$ cat src/rtl/core/fct_pkg.sv
// Package for the frustum culling test unit: plane register layout, opcodes
// and fixed widths shared by the channels and the pipeline modules.
// No dependencies.
`default_nettype none

package fct_pkg;

   localparam int NUM_PLANES     = 6;
   localparam int COEF_BITS      = 12;
   localparam int D_BITS         = 28;
   // a*x has 18 fraction bits, d has 8: d and the radius move up by 10
   localparam int SCALE_SHIFT    = 10;
   localparam int CSR_INDEX_BITS = 3;
   localparam int CSR_DATA_BITS  = 64;

   typedef enum logic [1:0] {
      OP_POINT  = 2'd0,
      OP_SPHERE = 2'd1,
      OP_CUBE   = 2'd2,
      OP_BOX    = 2'd3
   } op_type;

   // Matches the 64-bit register image: d[63:36] c[35:24] b[23:12] a[11:0]
   typedef struct packed {
      logic signed [D_BITS-1:0]    d;
      logic signed [COEF_BITS-1:0] c;
      logic signed [COEF_BITS-1:0] b;
      logic signed [COEF_BITS-1:0] a;
   } plane_type;

endpackage

`default_nettype wire

$ cat src/rtl/core/fct_csr_if.sv
// Register write channel of the frustum culling test unit.
// Depends on fct_pkg.
`default_nettype none

interface fct_csr_if;
   import fct_pkg::*;

   logic                      valid;
   logic                      ready;
   logic [CSR_INDEX_BITS-1:0] index;
   logic [CSR_DATA_BITS-1:0]  data;

   modport source (
      output valid, index, data,
      input  ready
   );
   modport sink (
      input  valid, index, data,
      output ready
   );
endinterface

`default_nettype wire

$ cat src/rtl/core/fct_plane_regs.sv
// Six plane coefficient registers written through the register channel.
// Depends on fct_pkg and fct_csr_if.
`default_nettype none

module fct_plane_regs (
   input  wire logic           clock,
   input  wire logic           reset,
   fct_csr_if.sink             csr_ch,
   output fct_pkg::plane_type  planes_ff [fct_pkg::NUM_PLANES]
);
   import fct_pkg::*;

   assign csr_ch.ready = 1'b1;

   // writes to an index past the last plane are dropped
   always_ff @(posedge clock) begin
      for (int i = 0; i < NUM_PLANES; i++) begin
         if (reset) begin
            planes_ff[i] <= '0;
         end else if (csr_ch.valid && (csr_ch.index == CSR_INDEX_BITS'(i))) begin
            planes_ff[i] <= plane_type'(csr_ch.data);
         end
      end
   end

endmodule

`default_nettype wire

$ cat src/flat_wrapper.sv
// flat-port wrapper written by rule: the top's interface ports become plain ports
module fct_plane_regs_flat import fct_pkg::*;
  (clock, reset, planes_ff, csr_ch_valid, csr_ch_index, csr_ch_data, csr_ch_ready);
  fct_csr_if csr_ch_i ();
  input  wire logic clock;
  input  wire logic reset;
  output fct_pkg::plane_type planes_ff[fct_pkg::NUM_PLANES];
  input wire logic [$bits(csr_ch_i.valid)-1:0] csr_ch_valid;
  input wire logic [$bits(csr_ch_i.index)-1:0] csr_ch_index;
  input wire logic [$bits(csr_ch_i.data)-1:0] csr_ch_data;
  output wire logic [$bits(csr_ch_i.ready)-1:0] csr_ch_ready;
  assign csr_ch_i.valid = csr_ch_valid;
  assign csr_ch_i.index = csr_ch_index;
  assign csr_ch_i.data = csr_ch_data;
  assign csr_ch_ready = csr_ch_i.ready;
  fct_plane_regs u_core (.clock(clock), .reset(reset), .csr_ch(csr_ch_i), .planes_ff(planes_ff));
endmodule
$ cat config.mk
export PLATFORM = sky130hd
export DESIGN_NAME = fct_plane_regs_flat
export DESIGN_NICKNAME = d
export VERILOG_FILES = /design/src/rtl/core/fct_pkg.sv /design/src/rtl/core/fct_csr_if.sv /design/src/rtl/core/fct_plane_regs.sv /design/src/flat_wrapper.sv
export SDC_FILE = /design/constraint.sdc
export NUM_CORES = 1
export LEC_CHECK = 0
export ABC_AREA = 0
export BUFFER_PORTS_ARGS = -buffer_cell sky130_fd_sc_hd__buf_2
export CELL_PAD_IN_SITES_DETAIL_PLACEMENT = 0
export CELL_PAD_IN_SITES_GLOBAL_PLACEMENT = 2
export CORE_AREA = 2 2 219 221
export CTS_BUF_LIST = sky130_fd_sc_hd__clkbuf_16
export DETAILED_ROUTE_END_ITERATION = 10
export DIE_AREA = 0 0 221 223
export PLACE_DENSITY = 0.87
export SLEW_MARGIN = 40
export SYNTH_ARGS = -nofsm -noshare
export SYNTH_HDL_FRONTEND = slang
export SYNTH_SLANG_ARGS = --single-unit
$ cat constraint.sdc
create_clock -name clock -period 1.57 [get_ports clock]
set_input_delay 0.0785 -clock clock [delete_from_list [all_inputs] [get_ports clock]]
set_output_delay 0.0785 -clock clock [all_outputs]
set_load 0.005 [all_outputs]
---- After elaboration in Yosys (flattened, before gate mapping) ----
Index checks and enable logic that the tools add are counted.
cells by class
  equal/unequal tests ..................... 5
  reduce and logical (&&, ||, !) cells .... 7
operator list
  cell                number
  $eq 3x2->1 const B  2
  $eq 3x3->1 const B  2
  $logic_and 1x1->1   6
  $eq 3x1->1 const B  1
  $logic_not 3->1     1
storage, ports and cells
  register bits after elaboration ......... 384
  input port bits ......................... 70
  output and inout port bits .............. 385
  word-level logic and storage cells ...... 36

---- Logic depth before layout (Yosys ltp) ----
  depth after elaboration ................. 2
  gate-level depth with buffers ........... 5
  depth with buffers taken out ............ 2

---- Worst setup path before layout ----
OpenSTA, ideal clock, no wires.
  path kind ............................... in2reg
  start point ............................. in csr_ch_index[1]
  end point ............................... reg, netlist name u_core.planes_ff[320]
  library setup time ...................... 0.124 ns
  data arrival time ....................... 1.036 ns
  data required time ...................... 1.446 ns
  slack ................................... 0.410 ns
  stages on the path ...................... 4
  buffers on the path ..................... 2
  cell sequence ........................... or4b_1 > buf_4 > buf_6 > mux2i_1
between the ends
  word-level cells in the longest chain between the ends .. 2
ends and longest elaborated chain
  element             RTL line              text
  start: declaration  flat_wrapper.sv:9     input wire logic [$bits(csr_ch_i.index)-1:0] csr_ch_index;
  $logic_not 3->1     fct_plane_regs.sv:20  end else if (csr_ch.valid && (csr_ch.index == CSR_INDEX_BITS'(i))) begin
  $logic_and 1x1->1   fct_plane_regs.sv:20
Every way passes these cells.
A chain may end at the register's enable or synchronous reset.

---- Final worst setup path ----
  start point ............................. in csr_ch_valid
  end point ............................... reg, netlist name u_core.planes_ff[348]
between the ends
  word-level cells in the longest chain between the ends .. 1
ends and longest elaborated chain
  element             RTL line              text
  start: declaration  flat_wrapper.sv:8     input wire logic [$bits(csr_ch_i.valid)-1:0] csr_ch_valid;
  $logic_and 1x1->1   fct_plane_regs.sv:20
Every way passes these cells.

==> impl_metrics.json <==
{
  "post_route_cells_drive_above_1_share_pct": 29.7,
  "power.density_cell_area_nw_per_um2": 1050,
  "worst_slew_margin_rel_pct": 62.8,
  "synth_top_family_by_area": "multiplexers",
  "die_width_um": 221,
  "synthXorXnorAreaFrac_pct": 0,
  "finalClockSkew_ns": 0,
  "gr-usage-all-layers_pct": 17.2,
  "largest_register_ff_count": 384,
  "outcome": "finished clean",
  "drv.max_cap_violation_count": 0,
  "worst-path-max-fanout": 32,
  "end_kind": "register",
  "grt_setup_unrepaired": "no",
  "post_synth_inst_count": 1318,
  "max_slew.worst_pin.slew_ns": 0.559,
  "cts-buffers-inserted": 43,
  "seq_power_share_pct": 48.2,
  "number_of_antenna_repair_diodes": 0,
  "rows": 80,
  "pin_count_of_the_biggest_net_entering_global_routing": 65,
  "finalNetCount": 1886,
  "cp-start-kind": "input port",
  "largest_register": "u_core.planes_ff",
  "dp_hpwl_um": 30200,
  "final-hold-violation-count": 0,
  "rr_startpoint": "u_core.planes_ff[60]",
  "vdd_drop_max_uv": 793,
  "clock_sink_count": 384,
  "gr-total-overflow": 0,
  "clk_root_buffer_cell": "clkbuf_16",
  "start_util_pct": 31.5,
  "number_of_global_route_vias_before_repair": 11400,
  "totalWireLength_um": 43800,
  "switching_share_pct": 23.2,
  "utilization_pct": 42.0,
  "clock_tree.htree_level_count": 2,
  "drc": 0,
  "top_regs": "u_core.planes_ff x384",
  "detail_route.vias_per_cell": 4.47,
  "synth_compound_area_share_pct": 0,
  "mappedNetlistNets": 1388,
  "worst-setup-path-type": "input port to register",
  "p_leak_nw": 10.5,
  "synth_area_um2": 14900,
  "achievable-frequency_ghz": 0.721,
  "synthesis.yosys.warnings": 0,
  "synth.ff_latch_count": 384,
  "bufs_on_longest_clock_path": 3,
  "p_int_mw": 16.0,
  "gpl.final_weighted_congestion": 0.758,
  "area_delta_synth_final_pct": 33.3,
  "pwr-share-clk_pct": 44.5,
  "clk_transition_reported_paths_ns": 0.06,
  "layout_min_cycle_time_ns": 1.39,
  "net-switching-power_mw": 4.85,
  "grt_antenna_before_repair": 1,
  "timing.critical_path.required_ns": 1.99,
  "core_um2": 47100,
  "cts_tree": "yes",
  "worstPathArrival_ns": 1.80,
  "die_y_um": 223,
  "wl_per_cell_um": 17.7,
  "comb_power_share_pct": 7.3,
  "floorplan.die_area_um2": 49300,
  "detailedRoute.firstPassIterationCount": 4,
  "num-fill-cells": 4547,
  "ys_types": 13,
  "holdCritStartpoint": "csr_ch_data[36]",
  "regArea_um2": 7690,
  "grt_pass1_wl_um": 67100,
  "detail_route.iter0.violations": 375,
  "finalMaxSlewViolations": 0,
  "synth_area_per_cell_um2": 11.3,
  "clock_latency_ns": 0.55,
  "synth.mux.area_fraction_pct": 25.9,
  "io_buffers": 453,
  "antenna_left": 0,
  "detailroute.via_count": 11000,
  "setup_viol_count_final": 0,
  "setup_tns_ns": 0,
  "seq_area_frac_synth_pct": 51.7,
  "yosys.area_share.simple_pct": 19.4,
  "design.portCount": 455,
  "hold_class": "input port to register",
  "multi_input_area_um2": 6790,
  "synth-adder-area-share_pct": 0,
  "postCtsSetupBuffers": 0,
  "layout_worst_path_cycle_share_pct": 88.3,
  "final.hold.worst_slack_ns": 0.0170,
  "setup.worst_path.start": "csr_ch_valid"
}
-- layout by cell type (no fill, tap or decap), drive strengths merged --
cell           n
inv            9
clkinv        23
or4b           1
nand4bb        3
and4b          1
nand4b         2
nand2b       448
mux2i        384
bufinv         1
and4bb         1
clkinvlp       1
conb           1
dlygate4sd3   57
dfxtp        384
clkbuf        46
buf          488
-- worst max-delay path, cell delays in order --
cell           delay [ns]
dlygate4sd3_1        0.52
buf_2                0.24
or4b_4               0.54
buf_12               0.20
mux2i_1              0.16
-- metal layers --
layer / global-route usage [%] / vias to the layer above / share of wire [%]
met5: 0 / - / 0.016
met1: 20.9 / 5284 / 43
li1: - / 5352 / -
met2: 28.1 / 324 / 46
met4: 4.61 / 2 / 2.1
met3: 6.99 / 64 / 8.6
-- power groups by stage --
stage          clock network [mW]  logic, mW  registers (mW)
3_5_place_dp                    0       1.44            10.3
2_1_floorplan                   0      0.759            10.3
5_1_grt                      9.99       1.65            10.1
4_1_cts                      9.59       1.55            10.1
6_report                     9.29       1.52            10.1
3_3_place_gp                    0       1.42            10.3
-- worst paths after layout --
| kind | endpoint | slack [ns] | cells after the start |
|---|---|---|---|
| setup / recovery | u_core.planes_ff[348] | 0.18 | 5 |
| hold / removal | u_core.planes_ff[228] | 0.02 | 3 |
| setup reg to reg | u_core.planes_ff[60] | 0.95 | 2 |
| hold reg to reg | u_core.planes_ff[32] | 0.47 | 2 |
-- kinds of logic after synthesis --
group / count (synthesis)
buffers and inverters: 93
and+or+nand+nor: 456
muxes: 384
DFF: 384
other: 1
-- cells in the mapped netlist --
| cell type | instances | area, um^2 |
|---|---|---|
| nand2b_1 | 448 | 2800 |
| dfxtp_1 | 384 | 7690 |
| mux2i_1 | 384 | 3840 |
| clkbuf_1 | 51 | 191 |
| buf_2 | 34 | 170 |
| buf_6 | 6 | 67.6 |
| nand4bb_1 | 3 | 33.8 |
| buf_4 | 2 | 15.0 |
| nand4b_1 | 2 | 17.5 |
| and4b_1 | 1 | 10.0 |
| and4bb_2 | 1 | 12.5 |
| conb_1 | 1 | 3.75 |
| or4b_1 | 1 | 10.0 |
-- area by class of cell --
cell class              instances  share of cell area, %
clock buffers                  45                   5.68
clock inverters                34                  0.846
multi-input cells             841                   34.3
flip-flops and latches        384                   38.8
well taps                     615                   3.88
repair buffers                546                   16.5
-- through the flow --
stage	power, mW	instances	setup WS (ns)	area (um^2)
2_1_floorplan	11.1	1318	0.410	14900
3_3_place_gp	11.7	2329	0.202	18000
3_5_place_dp	11.7	2329	0.175	18000
4_1_cts	21.2	2465	0.240	19800
5_1_grt	21.7	2465	0.195	19800
6_report	20.9	2465	0.184	19800
-- repair_timing --
action / in CTS / in global routing
resized for setup: 0 / 0
hold endpoints to repair: 312 / 0
hold buffers: 57 / 0
Power figures use the tool's default switching activity.
