**src/rtl/core/fct_pkg.sv**
```systemverilog
// Package for the frustum culling test unit: plane register layout, opcodes
// and fixed widths shared by the channels and the pipeline modules.
// No dependencies.
`default_nettype none

package fct_pkg;

   localparam int NUM_PLANES     = 6;
   localparam int COEF_BITS      = 12;
   localparam int D_BITS         = 28;
   // a*x has 18 fraction bits, d has 8: d and the radius move up by 10
   localparam int SCALE_SHIFT    = 10;
   localparam int CSR_INDEX_BITS = 3;
   localparam int CSR_DATA_BITS  = 64;

   typedef enum logic [1:0] {
      OP_POINT  = 2'd0,
      OP_SPHERE = 2'd1,
      OP_CUBE   = 2'd2,
      OP_BOX    = 2'd3
   } op_type;

   // Matches the 64-bit register image: d[63:36] c[35:24] b[23:12] a[11:0]
   typedef struct packed {
      logic signed [D_BITS-1:0]    d;
      logic signed [COEF_BITS-1:0] c;
      logic signed [COEF_BITS-1:0] b;
      logic signed [COEF_BITS-1:0] a;
   } plane_type;

endpackage

`default_nettype wire

```
**src/rtl/core/fct_plane_eval.sv**
```systemverilog
// Per-plane distance pipeline: picks the corner farthest in front of the plane,
// multiplies, sums in two steps and flags a reject. Depends on fct_pkg.
`default_nettype none

module fct_plane_eval #(
   parameter int COORD_BITS = 24
) (
   input  wire logic                         clock,
   input  wire logic                         enable,
   input  wire fct_pkg::plane_type           plane,
   input  wire logic signed [COORD_BITS:0]   lo    [3],
   input  wire logic signed [COORD_BITS:0]   hi    [3],
   input  wire logic                         hi_ge [3],
   input  wire logic [COORD_BITS-2:0]        bias,
   output logic                              reject
);
   import fct_pkg::*;

   localparam int CW = COORD_BITS + 1;
   localparam int PW = CW + COEF_BITS;
   localparam int DW = D_BITS + SCALE_SHIFT;
   localparam int SW = ((PW > DW) ? PW : DW) + 3;

   logic signed [COEF_BITS-1:0] coef [3];
   logic signed [CW-1:0]        sel [3];
   logic signed [PW-1:0]        prod_in [3];
   logic signed [PW-1:0]        prod_ff [3];
   logic [COORD_BITS-2:0]       bias_ff;
   logic signed [SW-1:0]        sum_xy_in, sum_xy_ff;
   logic signed [SW-1:0]        sum_zd_in, sum_zd_ff;
   logic signed [SW-1:0]        sum_in, sum_ff;

   assign coef[0] = plane.a;
   assign coef[1] = plane.b;
   assign coef[2] = plane.c;

   // a*x grows with x for a >= 0, so the larger coordinate gives the max term
   always_comb begin
      for (int i = 0; i < 3; i++) begin
         sel[i]     = (hi_ge[i] ^ coef[i][COEF_BITS-1]) ? hi[i] : lo[i];
         prod_in[i] = PW'(coef[i]) * PW'(sel[i]);
      end
   end

   assign sum_xy_in = SW'(prod_ff[0]) + SW'(prod_ff[1]);
   assign sum_zd_in = SW'(prod_ff[2])
                    + (SW'(plane.d) <<< SCALE_SHIFT)
                    + signed'(SW'(bias_ff) << SCALE_SHIFT);
   assign sum_in    = sum_xy_ff + sum_zd_ff;

   always_ff @(posedge clock) begin
      if (enable) begin
         for (int i = 0; i < 3; i++) begin
            prod_ff[i] <= prod_in[i];
         end
         bias_ff   <= bias;
         sum_xy_ff <= sum_xy_in;
         sum_zd_ff <= sum_zd_in;
         sum_ff    <= sum_in;
      end
   end

   assign reject = sum_ff[SW-1] || (sum_ff == '0);

endmodule

`default_nettype wire

```
**config.mk**
```make
export PLATFORM = sky130hd
export DESIGN_NAME = fct_plane_eval
export DESIGN_NICKNAME = d
export VERILOG_FILES = /design/src/rtl/core/fct_pkg.sv /design/src/rtl/core/fct_plane_eval.sv
export SDC_FILE = /design/constraint.sdc
export NUM_CORES = 2
export LEC_CHECK = 0
export BUFFER_PORTS_ARGS = -buffer_cell sky130_fd_sc_hd__buf_2
export CORE_MARGIN = 1
export CORE_UTILIZATION = 58
export CTS_CLUSTER_DIAMETER = 150
export CTS_CLUSTER_SIZE = 25
export DETAILED_ROUTE_END_ITERATION = 16
export PLACE_DENSITY_LB_ADDON = 0.3
export SLEW_MARGIN = 20
export SYNTH_ARGS = -nofsm -noshare
export SYNTH_HDL_FRONTEND = slang
export SYNTH_SLANG_ARGS = --single-unit
```
**constraint.sdc**
```tcl
create_clock -name clock -period 8.46 [get_ports clock]
set_clock_uncertainty 0.2 [all_clocks]
set_input_delay 1.269 -clock clock [delete_from_list [all_inputs] [get_ports clock]]
set_output_delay 1.269 -clock clock [all_outputs]
set_load 0.02 [all_outputs]
```
## Yosys cells after proc, flatten, opt, wreduce, memory -nomap -nowiden

Memories as Yosys holds them, arrays and structs flattened.
Index checks and enable logic that the tools add are counted.

| word-level totals | value |
|---|---|
| bits in registers | 146 |
| bits in writable memories | 111 |
| input port bits | 242 |
| output and inout port bits | 1 |
| logic and storage cells | 22 |
| memories kept | 1 |

| cells by class | value |
|---|---|
| add/sub/neg operators | 4 |
| $mul | 3 |
| muxes and demuxes | 5 |
| bitwise gates (word level) | 3 |
| reductions and logical operators | 2 |

Memories:

| name | words | bits a word | read ports | clocked after memory_dff | wr ports | line | RTL |
|---|---|---|---|---|---|---|---|
| prod_ff | 3 | 37 | 3 | 0 | 3 | fct_plane_eval.sv:27 | `logic signed [PW-1:0] prod_ff [3];` |

Operator list:

| kind | count |
|---|---|
| $mul A12 B25 Y37 | 3 |
| $mux W25 | 3 |
| $add A41 B41 Y41 | 1 |
| $logic_not A41 Y1 | 1 |
| $add A39 B34 Y40 | 1 |
| $add A37 B38 Y39 | 1 |
| $add A37 B37 Y38 | 1 |
| $xor A1 B1 Y1 | 3 |
| $mux W1 | 2 |
| $logic_or A1 B1 Y1 | 1 |

## Depth between registers and ports, before layout

| depth | value |
|---|---|
| word-level depth | 3 |
| gate-level depth with buffers | 26 |
| gate-level depth less buffers | 23 |

## Worst setup path after synthesis

No wires, ideal clock.

| path | value |
|---|---|
| path kind | input to register |
| from | input plane[23] (netlist bit) |
| to | memory prod_ff[0][72] (netlist bit), data pin |
| library setup time | 0.266 ns |
| arrival time | 7.617 ns |
| required time | 7.994 ns |
| setup slack | 0.377 ns |
| cell stages on the path | 21 |
| buffers on the path | 2 |
| path through | xnor2_1 clkbuf_1 mux2_2 clkbuf_1 and2_1 fa_1 inv_1 fa_1 fa_1 inv_1 fa_1 fa_1 ha_1 a21o_1 o41ai_2 o21ai_1 a22o_1 a211o_1 a2111oi_0 nor3_1 xor2_1 |

RTL lines:

| element | line | RTL |
|---|---|---|
| start: declaration | fct_plane_eval.sv:10 | `input wire fct_pkg::plane_type plane,` |
| end: declaration | fct_plane_eval.sv:27 |  |

==> out/qor.tcl <==
set qor(status) {finished clean}
set qor(post_synthesis_sequential_area_ratio_pct) 16.9
set qor(synthMuxAreaShare_pct) 1.96
set qor(port-buffer-count) 242
set qor(worstPathArrival_ns) 7.85
set qor(cts.sink_count) 253
set qor(synth-async-reset-ratio_pct) 0
set qor(ys_top_cells_by_count) {inv_1, fa_1, nand2_1}
set qor(number_of_flops_mapped_to_enable_cells_by_yosys) 253
set qor(nNetsFinal) 6221
set qor(vias) 32200
set qor(timing.critical_path.from_type) {primary input}
set qor(worst_hold_path_type) {reg -> reg}
set qor(place.detailed.hpwl_um) 81100
set qor(top_layer_used) {met5}
set qor(path_cells) {buf_2 > xor2_2 > buf_4 > mux2_2 > and2_1 > fa_1 > fa_1 > fa_1 > fa_1 > inv_1 > fa_1 > inv_1 > ha_1 > and3_1 > a221o_1 > a311o_1 > a221oi_4 > o31ai_2 > a311oi_4 > o21bai_2 > a221oi_2 > xnor2_1}
set qor(tritoncts) {yes}
set qor(hold_viol) 0
set qor(routed_wl_um) 99700
set qor(timing.max_cap.violations) 0
set qor(timing.setup.tns_ns) 0
set qor(yosysMostFrequentCell) {inv_1}
set qor(synth_area_per_cell_sq_um) 9.54
set qor(wl_met2_um) 49300
set qor(critical_path.endpoint_type) {register}
set qor(post_synth_and_or_nand_nor_area_fraction_pct) 13.4
set qor(via_per_inst) 5.52
set qor(xor_xnor_share_of_the_synthesized_area_pct) 3.53
set qor(yosys_warnings) 0
set qor(cts.htree.levels) 1
set qor(dieArea_sq_um) 78600
set qor(cts.reportedPaths.clkPinSlew_ns) 0.11
set qor(min_period_ns) 7.79
set qor(width_of_the_die_um) 280
set qor(cts_hold_buf) 0
set qor(synthDominantCellAreaShare_pct) 37.0
set qor(areaGrowthSynthToFinish_pct) 5.41
set qor(post-route-drc-count) 0
set qor(num_rows) 101
set qor(wire_per_inst_um) 17.1
set qor(wl_met3_um) 5870
set qor(cts_buffer_depth) 3
set qor(fmax_mhz) 128
set qor(ys_types) 84
set qor(wirelength_met1_um) 41500
set qor(setup_viol) 0
set qor(worst_ep_required_time_ns) 8.52
set qor(clk_latency_ns) 0.51
set qor(crit_path_top_delay_cell) {fa_1}
set qor(synth_top_cell_by_area) {fa_1}
set qor(synthesis.nets) 6124
set qor(cell_types_occupying_the_most_area_after_synthesis) {fa_1, edfxtp_1, ha_1}
set qor(synth_top_family_by_area) {adder cells}
set qor(grtUsageTotal_pct) 26.4
set qor(i_o_pins) 243
set qor(slew_headroom_pct) 27.0
set qor(fin_crit_sh_pct) 92.0
set qor(detail_route.first_pass.iterations) 10
set qor(path_max_fanout) 20
set qor(ys_ff_latch) 253
set qor(core_sq_um) 76300
set qor(layout-drive-gt1-share_pct) 7.97
set qor(finalMaxSlewViolations) 0
set qor(drc_violation_total_after_the_first_tritonroute_iteration) 1942
set qor(grt_pass1_vias) 33500
set qor(finalWeightedCongestion) 0.927
set qor(cp_slowest_stage_delay_ns) 0.57
set qor(yosys_most_used_dff) {edfxtp_1}
set qor(grt_pass1_wl_um) 166000
set qor(tritoncts.num_buffers) 14
set qor(cts_root_buf) {clkbuf_16}
set qor(path_common_cell) {fa_1}
set qor(overflow) 0
set qor(worstMarginPinSlew_ns) 1.09
set qor(synth_adder_area_share_pct) 46.5
set qor(ant_nets) 0
set qor(antenna_found_initial) 5
set qor(initial_core_utilization_pct) 58.9
set qor(synthCells) 4711
set qor(ctsResizeCount) 0
set qor(post-cts-setup-buffers) 0
set qor(synth_compound_area_share_pct) 7.85
set qor(floorplan_die_height_um) 280
set qor(path_class) {in -> reg}
set qor(grt_start_max_net_pins) 149
set qor(rsz0062_at_grt) {false}
set qor(mappedNetlistArea_sq_um) 44900
cells by family after synthesis:
group / Yosys count
buffers and inverters: 1179
AO/OA/AOI/OAI: 528
XOR/XNOR: 181
adder cells (fa/ha/maj): 1171
flip-flops: 253
AND/OR/NAND/NOR: 1320
multiplexers: 79
registers in the layout, summed over array words and instances (netlist names):
name / count
sum_zd_ff: 40
prod_ff: 111
sum_xy_ff: 38
bias_ff: 23
sum_ff: 41
stage by stage:
step / std cells / util, % / setup slack (ns) / hold WS [ns] / area [sq um]
final: 5840 / 62.1 / 0.673 / 0.230 / 47400
after global placement: 5822 / 61.5 / 0.348 / 0.205 / 47000
after detailed placement: 5822 / 61.5 / 0.163 / 0.207 / 47000
after CTS: 5838 / 62.1 / 0.703 / 0.234 / 47400
after floorplan: 4711 / - / 0.377 / 0.200 / 44900
after global routing: 5840 / 62.1 / 0.321 / 0.241 / 47400
final timing paths:
check / endpoint / slack [ns] / depth (start not counted) / start
worst max register to register: sum_ff[37] / 4.42 / 10 / sum_zd_ff[1]
worst min-delay path: sum_zd_ff[3] / 0.23 / 0 / prod_ff[0][77]
worst min register to register: sum_zd_ff[3] / 0.23 / 0 / prod_ff[0][77]
worst max-delay path: prod_ff[0][36] / 0.67 / 22 / plane[11]
final cells by class:
type	count	area [sq um]
Antenna cell	2	5.00
Clock buffer	15	375
Timing Repair Buffer	260	1380
Fill cell	6380	29000
Sequential cell	253	7600
Multi-Input combinational cell	3279	32900
Inverter	1000	3750
Tap cell	1030	1290
Clock inverter	1	30.0
cells in the final DEF (no fill, tap or decap), types with 74 or more instances in the layout:
cell	count
nor2_1	178
xnor2_1	130
nand2_1	694
inv_1	999
and2_1	199
a21o_1	74
fa_1	830
ha_1	341
edfxtp_1	253
o21ai_0	89
buf_2	241
a21oi_1	150
layer usage:
metal	global-route usage, %	up-vias
met4	7.51	6
met3	2.60	186
met1	36.0	16100
li1	-	14900
met2	44.9	1056
met5	0	-
critical path: cells and delay by family:
| family | cells | cell delay (ns) |
|---|---|---|
| compound gates | 7 | 2.06 |
| mux | 1 | 0.50 |
| buf+inv | 4 | 0.52 |
| xor+xnor | 2 | 0.26 |
| simple gates | 2 | 0.42 |
| fa+ha+maj | 6 | 2.81 |
Power is left out: the tool's default activity adds up to more than one toggle a clock period on the data nets, which glitch-free logic cannot reach.
